## config.mk

```make
export PLATFORM = sky130hd
export DESIGN_NAME = tcsw_ctrl
export DESIGN_NICKNAME = d
export VERILOG_FILES = /design/src/hdl/tcsw_pkg.sv /design/src/hdl/tcsw_ctrl.sv
export SDC_FILE = /design/constraint.sdc
export NUM_CORES = 1
export LEC_CHECK = 0
export BUFFER_PORTS_ARGS = -buffer_cell sky130_fd_sc_hd__buf_4
export CAP_MARGIN = 0
export CORE_AREA = 3 3 40 42
export CTS_BUF_LIST = sky130_fd_sc_hd__clkbuf_16
export DETAILED_ROUTE_END_ITERATION = 7
export DIE_AREA = 0 0 43 45
export GPL_ROUTABILITY_DRIVEN = 0
export PLACE_DENSITY_LB_ADDON = 0.12
export SYNTH_ARGS = -nofsm -noshare
export SYNTH_HDL_FRONTEND = slang
export SYNTH_SLANG_ARGS = --single-unit
```

## constraint.sdc

```tcl
create_clock -name clk -period 1.5 [get_ports clk]
set_clock_uncertainty 0.1 [all_clocks]
set_input_delay 0.075 -clock clk [delete_from_list [all_inputs] [get_ports clk]]
set_output_delay 0.075 -clock clk [all_outputs]
set_load 0.1 [all_outputs]
```

## src/hdl/tcsw_pkg.sv

```systemverilog
`default_nettype none

package tcsw_pkg;

    localparam int COLUMNS = 64;
    localparam int ROWS    = 24;

    localparam int COL_W  = $clog2(COLUMNS);
    localparam int FILL_W = $clog2(COLUMNS + 1);
    localparam int LINE_W = $clog2(ROWS + 1);
    localparam int PHYS_W = $clog2(ROWS);
    localparam int ADDR_W = $clog2(ROWS * COLUMNS);

    localparam logic [7:0] CODE_CR    = 8'd13;
    localparam logic [7:0] CODE_LF    = 8'd10;
    localparam logic [7:0] CODE_SPACE = 8'h20;

    localparam logic CMD_PUT  = 1'b0;
    localparam logic CMD_READ = 1'b1;

    typedef struct packed {
        logic       cmd;
        logic [7:0] char_code;
        logic [4:0] read_row;
        logic [5:0] read_col;
    } tcsw_in_t;

    typedef struct packed {
        logic [7:0] cell_char;
        logic [5:0] cursor_col;
        logic [4:0] cursor_row;
        logic       scrolled;
    } tcsw_out_t;

    // Commands from the controller to the datapath, one step each.
    typedef struct packed {
        logic load;
        logic calc;
        logic access;
        logic emit;
    } tcsw_cmd_t;

endpackage

`default_nettype wire

```

## src/hdl/tcsw_ctrl.sv

```systemverilog
`default_nettype none

module tcsw_ctrl
    import tcsw_pkg::*;
(
    input  wire logic  clk,
    input  wire logic  rst_n,
    input  wire logic  in_valid,
    output logic       in_ready,
    output logic       out_valid,
    input  wire logic  out_ready,
    output tcsw_cmd_t  cmd
);

    typedef enum logic [3:0] {
        S_IDLE   = 4'b0001,
        S_CALC   = 4'b0010,
        S_ACCESS = 4'b0100,
        S_EMIT   = 4'b1000
    } state_t;

    state_t state_reg, state_next;
    logic   out_valid_reg, out_valid_next;
    logic   slot_free;

    assign slot_free = !out_valid_reg || out_ready;
    assign in_ready  = (state_reg == S_IDLE);
    assign out_valid = out_valid_reg;

    always_comb
    begin
        state_next = state_reg;
        cmd        = '0;
        case (state_reg)
            S_IDLE:
            begin
                if (in_valid)
                begin
                    cmd.load   = 1'b1;
                    state_next = S_CALC;
                end
            end
            S_CALC:
            begin
                cmd.calc   = 1'b1;
                state_next = S_ACCESS;
            end
            S_ACCESS:
            begin
                cmd.access = 1'b1;
                state_next = S_EMIT;
            end
            S_EMIT:
            begin
                // hold until the output register is free
                if (slot_free)
                begin
                    cmd.emit   = 1'b1;
                    state_next = S_IDLE;
                end
            end
            default:
            begin
                state_next = S_IDLE;
            end
        endcase
    end

    always_comb
    begin
        if (cmd.emit)
            out_valid_next = 1'b1;
        else if (out_ready)
            out_valid_next = 1'b0;
        else
            out_valid_next = out_valid_reg;
    end

    always_ff @(posedge clk or negedge rst_n)
    begin
        if (!rst_n)
        begin
            state_reg     <= S_IDLE;
            out_valid_reg <= 1'b0;
        end
        else
        begin
            state_reg     <= state_next;
            out_valid_reg <= out_valid_next;
        end
    end

endmodule

`default_nettype wire

```

# ---- Word-level counts from Yosys, hierarchy flattened
# Index checks and enable logic that the tools add are counted.
dict set report word_totals {
  register_bits 5
  latchBits 0
  mem_bits_rw 0
  mem_bits_ro 0
  inputBits 4
  out_inout_bits 6
  word_cells 23
  memories 0
}
dict set report classes {
  n_addsub 0
  mul 0
  n_div 0
  magnitude_cmp 0
  n_eq_ne 6
  shift 0
  n_mux 11
  n_bitwise 0
  reduce_logical 4
}
# op count
set op_table {}
lappend op_table {{4-bit case mux with 4 select lines} 1}
lappend op_table {{1-bit 2-to-1 mux} 8}
lappend op_table {{4-bit 2-to-1 mux} 2}
lappend op_table {{4-bit by 1-bit == test with 1-bit output, second input constant} 1}
lappend op_table {{4-bit by 2-bit == test with 1-bit output, second input constant} 1}
lappend op_table {{4-bit by 3-bit == test with 1-bit output, second input constant} 1}
lappend op_table {{4-bit == test, second input constant} 1}
lappend op_table {{2-bit inequality test, second input constant} 2}
lappend op_table {{2-bit AND reduction} 1}
lappend op_table {{2-bit nonzero test} 1}
lappend op_table {{1-bit logical NOT} 1}
lappend op_table {{1-bit logical OR} 1}

# ---- Logic depth before layout (Yosys ltp)
# Gate-level depths: netlist of the first run.
dict set report depth {
  ltp_word 5
  depth_mapped 3
  ltp_nobuf 3
}

# ---- Worst setup path before layout of the first run
# Ideal clock, no wire load.
dict set report synth_path {
  path_type {register to output}
  from {register state_reg[0]}
  to {output cmd[3] (netlist bit)}
  t_arrival_ps 4787
  required_time_ps 1325
  setup_slack_ps -3462
  path_stages_with_launch 3
  path_buffers 0
  cell_sequence {dfstp_2 -> nor4b_1 -> and2_1}
}
# element line
set synth_rtl {}
lappend synth_rtl {{start, declared} tcsw_ctrl.sv:22} ;# state_t state_reg, state_next;
lappend synth_rtl {{start signal, assigned} tcsw_ctrl.sv:88} ;# state_reg <= state_next;
lappend synth_rtl {{end, declared} tcsw_ctrl.sv:12} ;# output tcsw_cmd_t cmd

==> impl_metrics.toml, run 1 <==
[drt]
dr.first_iter.drc_count = 1
wl_um = 695
via_per_inst = 4.355
vias = 270
drc = 0
drtPass1Iterations = 2
ant_nets = 0
post_drt_wl_per_cell_um = 11.21

[min_path]
worstHoldEndpoint = "out_valid"
hold_start = "out_ready"
hp-class = "input port to flop"
hold_depth = 3

[power_and_ir_drop]
p_per_area_nw_per_um2 = 2392
p_leak_nw = 0.2753
p_total_mw = 1.473
ir_drop_v = 0.0009710

[die]
core_um2 = 1285
start_util = 0.2142
rows = 13
pin_count = 10
die_w_um = 43
die_height_um = 45
die_area_um2 = 1935

[synth]
synth_top_family_by_area = "simple AND/OR/NAND/NOR gates"
synthMuxAreaShare = 0
synth.top_cell.area_share = 0.3636
synthXorXnorAreaFrac = 0
syn-instance-count = 26
ys_ff_latch = 5
synth_nets = 30
postSynthAreaPerCell_um2 = 10.59
synthSimpleGateAreaFrac = 0.3818
seq_area_frac_synth = 0.4591
yosys_warnings = 0
synthAdderAreaFrac = 0
synth_compound_area_frac = 0.1045
ys_types = 19
synth_top_area_cell = "dfrtp_1"
synth_area_leaders = "dfrtp_1 36%, dfstp_2 9.5%, buf_4 5.5%"
syn_area_um2 = 275.3

[timing]
min_period_over_period = 1.097
setup_ws_ns = -0.1450
setup_viol = 4
rsz0062_at_grt = "yes"
fmax_ghz = 0.6079
fin_tns_setup_ns = -0.3358
slew_headroom = 0.8082
fin_crit_ns = 1.645
hold_viol = 0
slew_violations = 0
worstMarginPinSlew_ns = 0.2871

[finish]
antennaDiodeCount = 0
synthToLayoutAreaGrowth_pct = 123.6
seqCellArea_um2 = 130.1
nFillCells = 115
nNetsFinal = 52
largest_reg_flops = 4
final_layout_size_suffix_gt1_frac = 0.6596
multi_input_area_um2 = 182.7
fin_cells = 62

[worst_setup_path]
reg2reg_depth = 3
reg2reg_slack_ns = 0.04
timing.rr.end = "state_reg[0]"
cp_max_fo = 2
r2r_start = "state_reg[2]"
start_kind = "flop"
cp.arrival_ns = 1.47
worst-setup-path-type = "flop to output pin"
cp.required_ns = 1.32
cp-end-kind = "output pin"

[cts]
clock_sinks = 5
numCtsBuffers = 3
htree_levels = 1
clkTransAtPathRegs_ns = 0.03
cts_tree = "done"
clk_latency_ns = 0.23
clock_path_buffers = 2
cts-root-buf = "clkbuf_16"

[place]
place_inst = 55
dp_slack_ns = 0.005648
place_hpwl_um = 575.5
placement.io_buffers = 9

[status]
violations = "negative setup slack"
status = "finished with violations"

[flow_run]
cap_viol_max_count = 0

[global_route]
grtUsageTotal = 0.09372
grt_pass1_wl_mm = 1.214
grt_pass1_vias = 289
grt_overflow_total = 0
grt_max_degree = 8
antenna_found_initial = 0
==> critical path, cell delays in order, from the launching register on <==
cell,delay (ns)
dfrtp_2,0.39
or4b_4,0.56
nor2_4,0.12
buf_12,0.18
==> where the power goes <==
part	internal [mW]	total, mW	switching (mW)
Clock	0.345	0.430	0.0850
Sequential	0.181	0.210	0.0291
Combinational	0.357	0.832	0.475
==> per-layer routing <==
layer | GRT usage | part of all wire
met1 | 0.09780 | 0.41
met3 | 0.02789 | 0.050
met4 | 0.1084 | 0.032
met2 | 0.1407 | 0.50
met5 | 0 | 0
==> worst max path at each step <==
stage            startpoint  endpoint  slack [ns]  depth (start not counted)
6_report       state_reg[2]    cmd[0]       -0.15                          3
5_1_grt        state_reg[2]    cmd[0]       -0.18                          3
4_1_cts        state_reg[2]    cmd[0]       -0.16                          3
3_5_place_dp   state_reg[2]    cmd[0]       0.006                          3
3_3_place_gp   state_reg[2]    cmd[0]        0.02                          3
2_1_floorplan  state_reg[0]    cmd[3]       -0.81                          2
==> synthesized netlist by cell type <==
| cell type | count |
|---|---|
| and3b_1 | 1 |
| nand2_1 | 1 |
| nor2_1 | 1 |
| o31ai_1 | 1 |
| nor4b_1 | 1 |
| nand3b_1 | 1 |
| o22a_1 | 1 |
| or4b_4 | 1 |
| buf_4 | 2 |
| nand2b_1 | 1 |
| dfrtp_1 | 4 |
| or2b_1 | 1 |
| and2_1 | 2 |
| nor2b_1 | 2 |
| a211oi_1 | 1 |
| nor3b_1 | 2 |
| dfstp_2 | 1 |
| o21ai_0 | 1 |
| nor3_1 | 1 |
==> placed cells by master, fill, tap and decap left out, drive strengths merged <==
master,count
a211oi,1
clkbuf,3
nand3b,1
dfstp,1
o31ai,1
or2b,1
o21ai,1
inv,1
buf,17
and3b,1
nand2,1
nand2b,1
nor2b,2
nor4b,1
nor2,1
dfrtp,4
nor3b,2
nor3,1
or4b,1
o22a,1
dlygate4sd3,2
and2,2
==> what timing repair did <==
action | CTS | global route
hold buffers | 2 | 0
hold endpoints to repair | 6 | 0
resized for setup | 18 | 1
pin swaps | 2 | 1
buffers inserted | 1 | 0
setup endpoints to repair | 5 | 6
==> final cells by class <==
| cell class | count | area share |
|---|---|---|
| Timing Repair Buffer | 19 | 0.3333 |
| Clock buffer | 3 | 0.1220 |
| Sequential cell | 5 | 0.2114 |
| Multi-Input combinational cell | 19 | 0.2967 |
| Tap cell | 15 | 0.03049 |
| Clock inverter | 1 | 0.006098 |
==> cell families after synthesis <==
kind of cell	Yosys count
AO/OA/AOI/OAI	4
buffers and inverters	2
flip-flops	5
AND/OR/NAND/NOR	15
==> metrics by stage <==
step           hold WS [ns]  area (um2)  utilization
2_1_floorplan       -0.3206       321.6            -
3_3_place_gp        -0.2211       432.9       0.3369
3_5_place_dp        -0.2184       432.9       0.3369
4_1_cts             0.04133       614.3       0.4781
5_1_grt             0.08017       615.6       0.4791
6_report            0.04334       615.6       0.4791
(Power assumes the default switching activity.)
==> run 2, diff against run 1 <==
==> constraint.sdc (replaced) <==
create_clock -name clk -period 1.83 [get_ports clk]
set_clock_uncertainty 0.1 [all_clocks]
set_input_delay 0.0915 -clock clk [delete_from_list [all_inputs] [get_ports clk]]
set_output_delay 0.0915 -clock clk [all_outputs]
set_load 0.1 [all_outputs]
==> impl_metrics.toml, run 2 (synthesis results as in run 1) <==
[finish]
fin_area_um2 = 486.7
nNetsFinal = 46
antennaDiodeCount = 0
seqCellArea_um2 = 126.4
final_layout_size_suffix_gt1_frac = 0.4878
multi_input_area_um2 = 162.7
final_common_cell = "buf_4"
largest_reg_flops = 4
synthToLayoutAreaGrowth_pct = 76.82
fin_cells = 56
final_cell_mix = "12 x buf_4, 4 x dfrtp_1, 3 x clkbuf_16"
nFillCells = 130

[die]
rows = 13
die_area_um2 = 1935
die_w_um = 43
start_util = 0.2142
die_height_um = 45
core_um2 = 1285
pin_count = 10

[cts]
clkTransAtPathRegs_ns = 0.03
cts-root-buf = "clkbuf_16"
clock_sinks = 5
cts_setup_buffers = 0
cts_tree = "done"
clock_path_buffers = 2
clk_latency_ns = 0.22
numCtsBuffers = 3
htree_levels = 1

[worst_setup_path]
cp.required_ns = 1.64
slowest_delay_ns = 0.55
worst-setup-path-type = "flop to output pin"
cp_cell_sequence = "or4b_4, nor2_1, buf_4"
cp_max_fo = 3
slowest_stage = "or4b_4"
cp-end-kind = "output pin"
crit_family = "simple AND/OR/NAND/NOR gates"
worst-path-buf-inv = 1
cp.arrival_ns = 1.54
start_kind = "flop"

[drt]
post_drt_wl_per_cell_um = 10.43
via_per_inst = 4.321
vias = 242
drtPass1Iterations = 2
wl_um = 584
dr.first_iter.drc_count = 9
ant_nets = 0
drc = 0

[timing]
slew_headroom = 0.8258
worstMarginPinSlew_ns = 0.2598
rsz0062_at_grt = "no"
slew_violations = 0
fmax_ghz = 0.5765
setup_viol = 0
holdWs_ns = 0.004635
fin_crit_ns = 1.735
hold_viol = 0
min_period_over_period = 0.9478

[place]
postPlaceCellArea_um2 = 397.9
place_inst = 51
placement.io_buffers = 9

[global_route]
grtUsageTotal = 0.08194
grt_max_degree = 8
grt_pass1_wl_mm = 1.076
antenna_found_initial = 0
grt_pass1_vias = 246
grt_overflow_total = 0

[status]
status = "complete, no violations"

[power_and_ir_drop]
p_leak_nw = 0.2332
ir_drop_v = 0.0008374
p_per_area_nw_per_um2 = 2077

[flow_run]
cap_viol_max_count = 0

[min_path]
hp-class = "input port to flop"
run 2: layer usage:
layer / routed length [um] / global-route usage / up-vias / share of wire
met1: 244 / 0.08537 / 114 / 0.42
met3: 53 / 0.06375 / 0 / 0.091
met2: 286 / 0.1228 / 7 / 0.49
li1: - / - / 121 / -
met4: 0 / 0.03614 / 0 / 0
met5: 0 / 0 / - / 0
run 2: through the flow:
stage | setup WS (ns) | TNS [ns] | util | power, mW
after floorplan | -0.4934 | -0.7050 | - | 0.5681
after global placement | 0.3332 | 0 | 0.3096 | 0.6709
after detailed placement | 0.3240 | 0 | 0.3096 | 0.6711
after CTS | 0.08594 | 0 | 0.3788 | 1.027
after global routing | 0.02702 | 0 | 0.3788 | 1.064
final | 0.09546 | 0 | 0.3788 | 1.011
run 2: final timing paths:
path	slack (ns)	depth (start not counted)	startpoint	to
setup / recovery	0.1	3	state_reg[2]	cmd[0]
hold / removal	0.005	2	in_valid	state_reg[1]
setup reg to reg	0.53	2	state_reg[2]	state_reg[0]
hold reg to reg	0.43	2	out_valid	out_valid
max in group asynchronous	1.33	2	rst_n	state_reg[0]
min in group asynchronous	0.10	2	rst_n	out_valid
run 2: area by class of cell:
cell class | count | share of cell area
tap | 15 | 0.03856
sequential | 5 | 0.2596
clock inverter | 1 | 0.007712
clock buffer | 3 | 0.1542
multi-input combinational | 19 | 0.3342
timing repair buffer | 13 | 0.2057
run 2: timing repair:
action                    CTS  global route
hold endpoints to repair    5             0
gates resized for setup     0             0
hold buffers                1             0
run 2: worst register-to-register path, stage by stage, from the launching register on:
cell and delay [ns]:
dfrtp_1 0.37, or4b_4 0.55, o22a_1 0.21
run 2: power by group:
| group | leakage [nW] | switching [mW] | internal, mW |
|---|---|---|---|
| Clock | 0.0423 | 0.0634 | 0.282 |
| Sequential | 0.0650 | 0.0283 | 0.147 |
| Combinational | 0.126 | 0.336 | 0.153 |
==> run 3, diff against run 2 <==
--- a/config.mk
+++ b/config.mk
@@ -7,6 +7,8 @@
 export LEC_CHECK = 0
 export BUFFER_PORTS_ARGS = -buffer_cell sky130_fd_sc_hd__buf_4
 export CAP_MARGIN = 0
+export CELL_PAD_IN_SITES_DETAIL_PLACEMENT = 1
+export CELL_PAD_IN_SITES_GLOBAL_PLACEMENT = 1
 export CORE_AREA = 3 3 40 42
 export CTS_BUF_LIST = sky130_fd_sc_hd__clkbuf_16
 export DETAILED_ROUTE_END_ITERATION = 7
==> constraint.sdc (replaced) <==
create_clock -name clk -period 2.05 [get_ports clk]
set_clock_uncertainty 0.1 [all_clocks]
set_input_delay 0.1025 -clock clk [delete_from_list [all_inputs] [get_ports clk]]
set_output_delay 0.1025 -clock clk [all_outputs]
set_load 0.1 [all_outputs]
==> impl_metrics.toml, run 3 (synthesis results as in run 1) <==
[global_route]
gr-max-usage-layer = "met2"
grt_pass1_vias = 251
globalRouteMet1Util = 0.09046
grt_use_met3 = 0.01992
grtUsageTotal = 0.09038
grt_max_degree = 8
antenna_found_initial = 0
use_met2 = 0.1437
grt_pass1_wl_mm = 1.145
grt_overflow_total = 0

[power_and_ir_drop]
clkPwrFrac = 0.352
p_leak_nw = 0.2226
ir_drop_v = 0.0008003
internal_power_mw = 0.5094
pwr-share-seq = 0.193
p_comb_frac = 0.456
swShare = 0.4344
p_per_area_nw_per_um2 = 1909
p_switching_mw = 0.3912

[cts]
clkTransAtPathRegs_ns = 0.03
cts_setup_buffers = 0
cts-root-buf = "clkbuf_16"
htree_levels = 1
cts_tree = "done"
clock_path_buffers = 2
clk_latency_ns = 0.23
numCtsBuffers = 3
clock_sinks = 5

[finish]
fin_area_um2 = 471.7
nFillCells = 135
synthToLayoutAreaGrowth_pct = 71.36
final_layout_size_suffix_gt1_frac = 0.4615
multi_input_area_um2 = 162.7
final_cell_mix = "10 x buf_4, 4 x dfrtp_1, 3 x clkbuf_16"
antennaDiodeCount = 0
seqCellArea_um2 = 126.4
largest_reg_flops = 4
nNetsFinal = 44
final_common_cell = "buf_4"

[worst_setup_path]
cp.arrival_ns = 1.67
crit_family = "simple AND/OR/NAND/NOR gates"
reg2reg_slack_ns = 0.63
cp-end-kind = "output pin"
start_kind = "flop"
slowest_delay_ns = 0.52
cp_cell_sequence = "or4b_4, nor2_1, buf_4"
worst-setup-path-type = "flop to output pin"
cp_max_fo = 7
slowest_stage = "or4b_4"
cp.required_ns = 1.85
worst-path-buf-inv = 1

[min_path]
hp-class = "input port to flop"

[drt]
vias = 239
via_per_inst = 4.426
drtPass1Iterations = 1
post_drt_wl_per_cell_um = 12.98
dr.first_iter.drc_count = 0
ant_nets = 0
wl_um = 701
drc = 0

[die]
die_height_um = 45
die_w_um = 43
start_util = 0.2142
core_um2 = 1285
die_area_um2 = 1935
pin_count = 10
rows = 13

[timing]
slew_violations = 0
fin_tns_setup_ns = 0
hold_viol = 0
min_period_over_period = 0.9119
setup_ws_ns = 0.1807
fmax_ghz = 0.5350
holdWs_ns = 0.01579
rsz0062_at_grt = "no"
worstMarginPinSlew_ns = 0.3156
setup_viol = 0
slew_headroom = 0.7896
fin_crit_ns = 1.869

[place]
postPlaceCellArea_um2 = 382.9
placement.io_buffers = 9
place_hpwl_um = 525.3
dp_slack_ns = 0.4022

[flow_run]
cap_viol_max_count = 0

[status]
status = "complete, no violations"
[run 3: cell count changes in the layout (fill, tap and decap cells not counted)]
cell   before  now
buf_4      12   10
[run 3: worst reg2reg max path: cells and delay by family, from the launching register on]
| kind | cells | cell delay (ns) |
|---|---|---|
| AO/OA/AOI/OAI | 1 | 0.21 |
| flip-flops | 1 | 0.51 |
| AND/OR/NAND/NOR | 1 | 0.52 |
[run 3: power by group through the flow]
stage	Sequential (mW)	Combinational, mW	Clock, mW
2_1_floorplan	0.181	0.326	0
3_3_place_gp	0.174	0.413	0
3_5_place_dp	0.177	0.415	0
4_1_cts	0.175	0.416	0.324
5_1_grt	0.182	0.432	0.330
6_report	0.173	0.410	0.317
[run 3: layer usage]
layer  wire [um]  vias up  part of all wire
met5           0        -                 0
met4          32        0             0.046
met3          59        3             0.084
met2         353        9              0.50
met1         255      110              0.36
li1            -      117                 -
[run 3: layout make-up]
cell class	count	share of cell area
clock buffers	3	0.1592
clock inverters	1	0.007958
multi-input cells	19	0.3448
flip-flops and latches	5	0.2679
well taps	15	0.03979
repair buffers	11	0.1804
[run 3: what timing repair did]
item / CTS / global route
hold buffers: 1 / 0
endpoints found under the setup margin: 0 / 0
endpoints found under the hold margin: 5 / 0
resized for setup: 0 / 0
[run 3: final timing paths]
path	from	endpoint	cells past startpoint
setup / recovery	state_reg[3]	cmd[0]	3
hold / removal	in_valid	state_reg[1]	2
setup reg to reg	state_reg[3]	state_reg[0]	2
hold reg to reg	out_valid	out_valid	2
max in group asynchronous	rst_n	state_reg[0]	2
min in group asynchronous	rst_n	state_reg[3]	2
[run 3: stage by stage]
stage / total power [mW] / std cells / util
CTS: 0.9151 / 54 / 0.3671
global route: 0.9432 / 54 / 0.3671
finish: 0.9006 / 54 / 0.3671
floorplan: 0.5072 / 26 / -
global placement: 0.5866 / 49 / 0.2980
detailed placement: 0.5913 / 49 / 0.2980
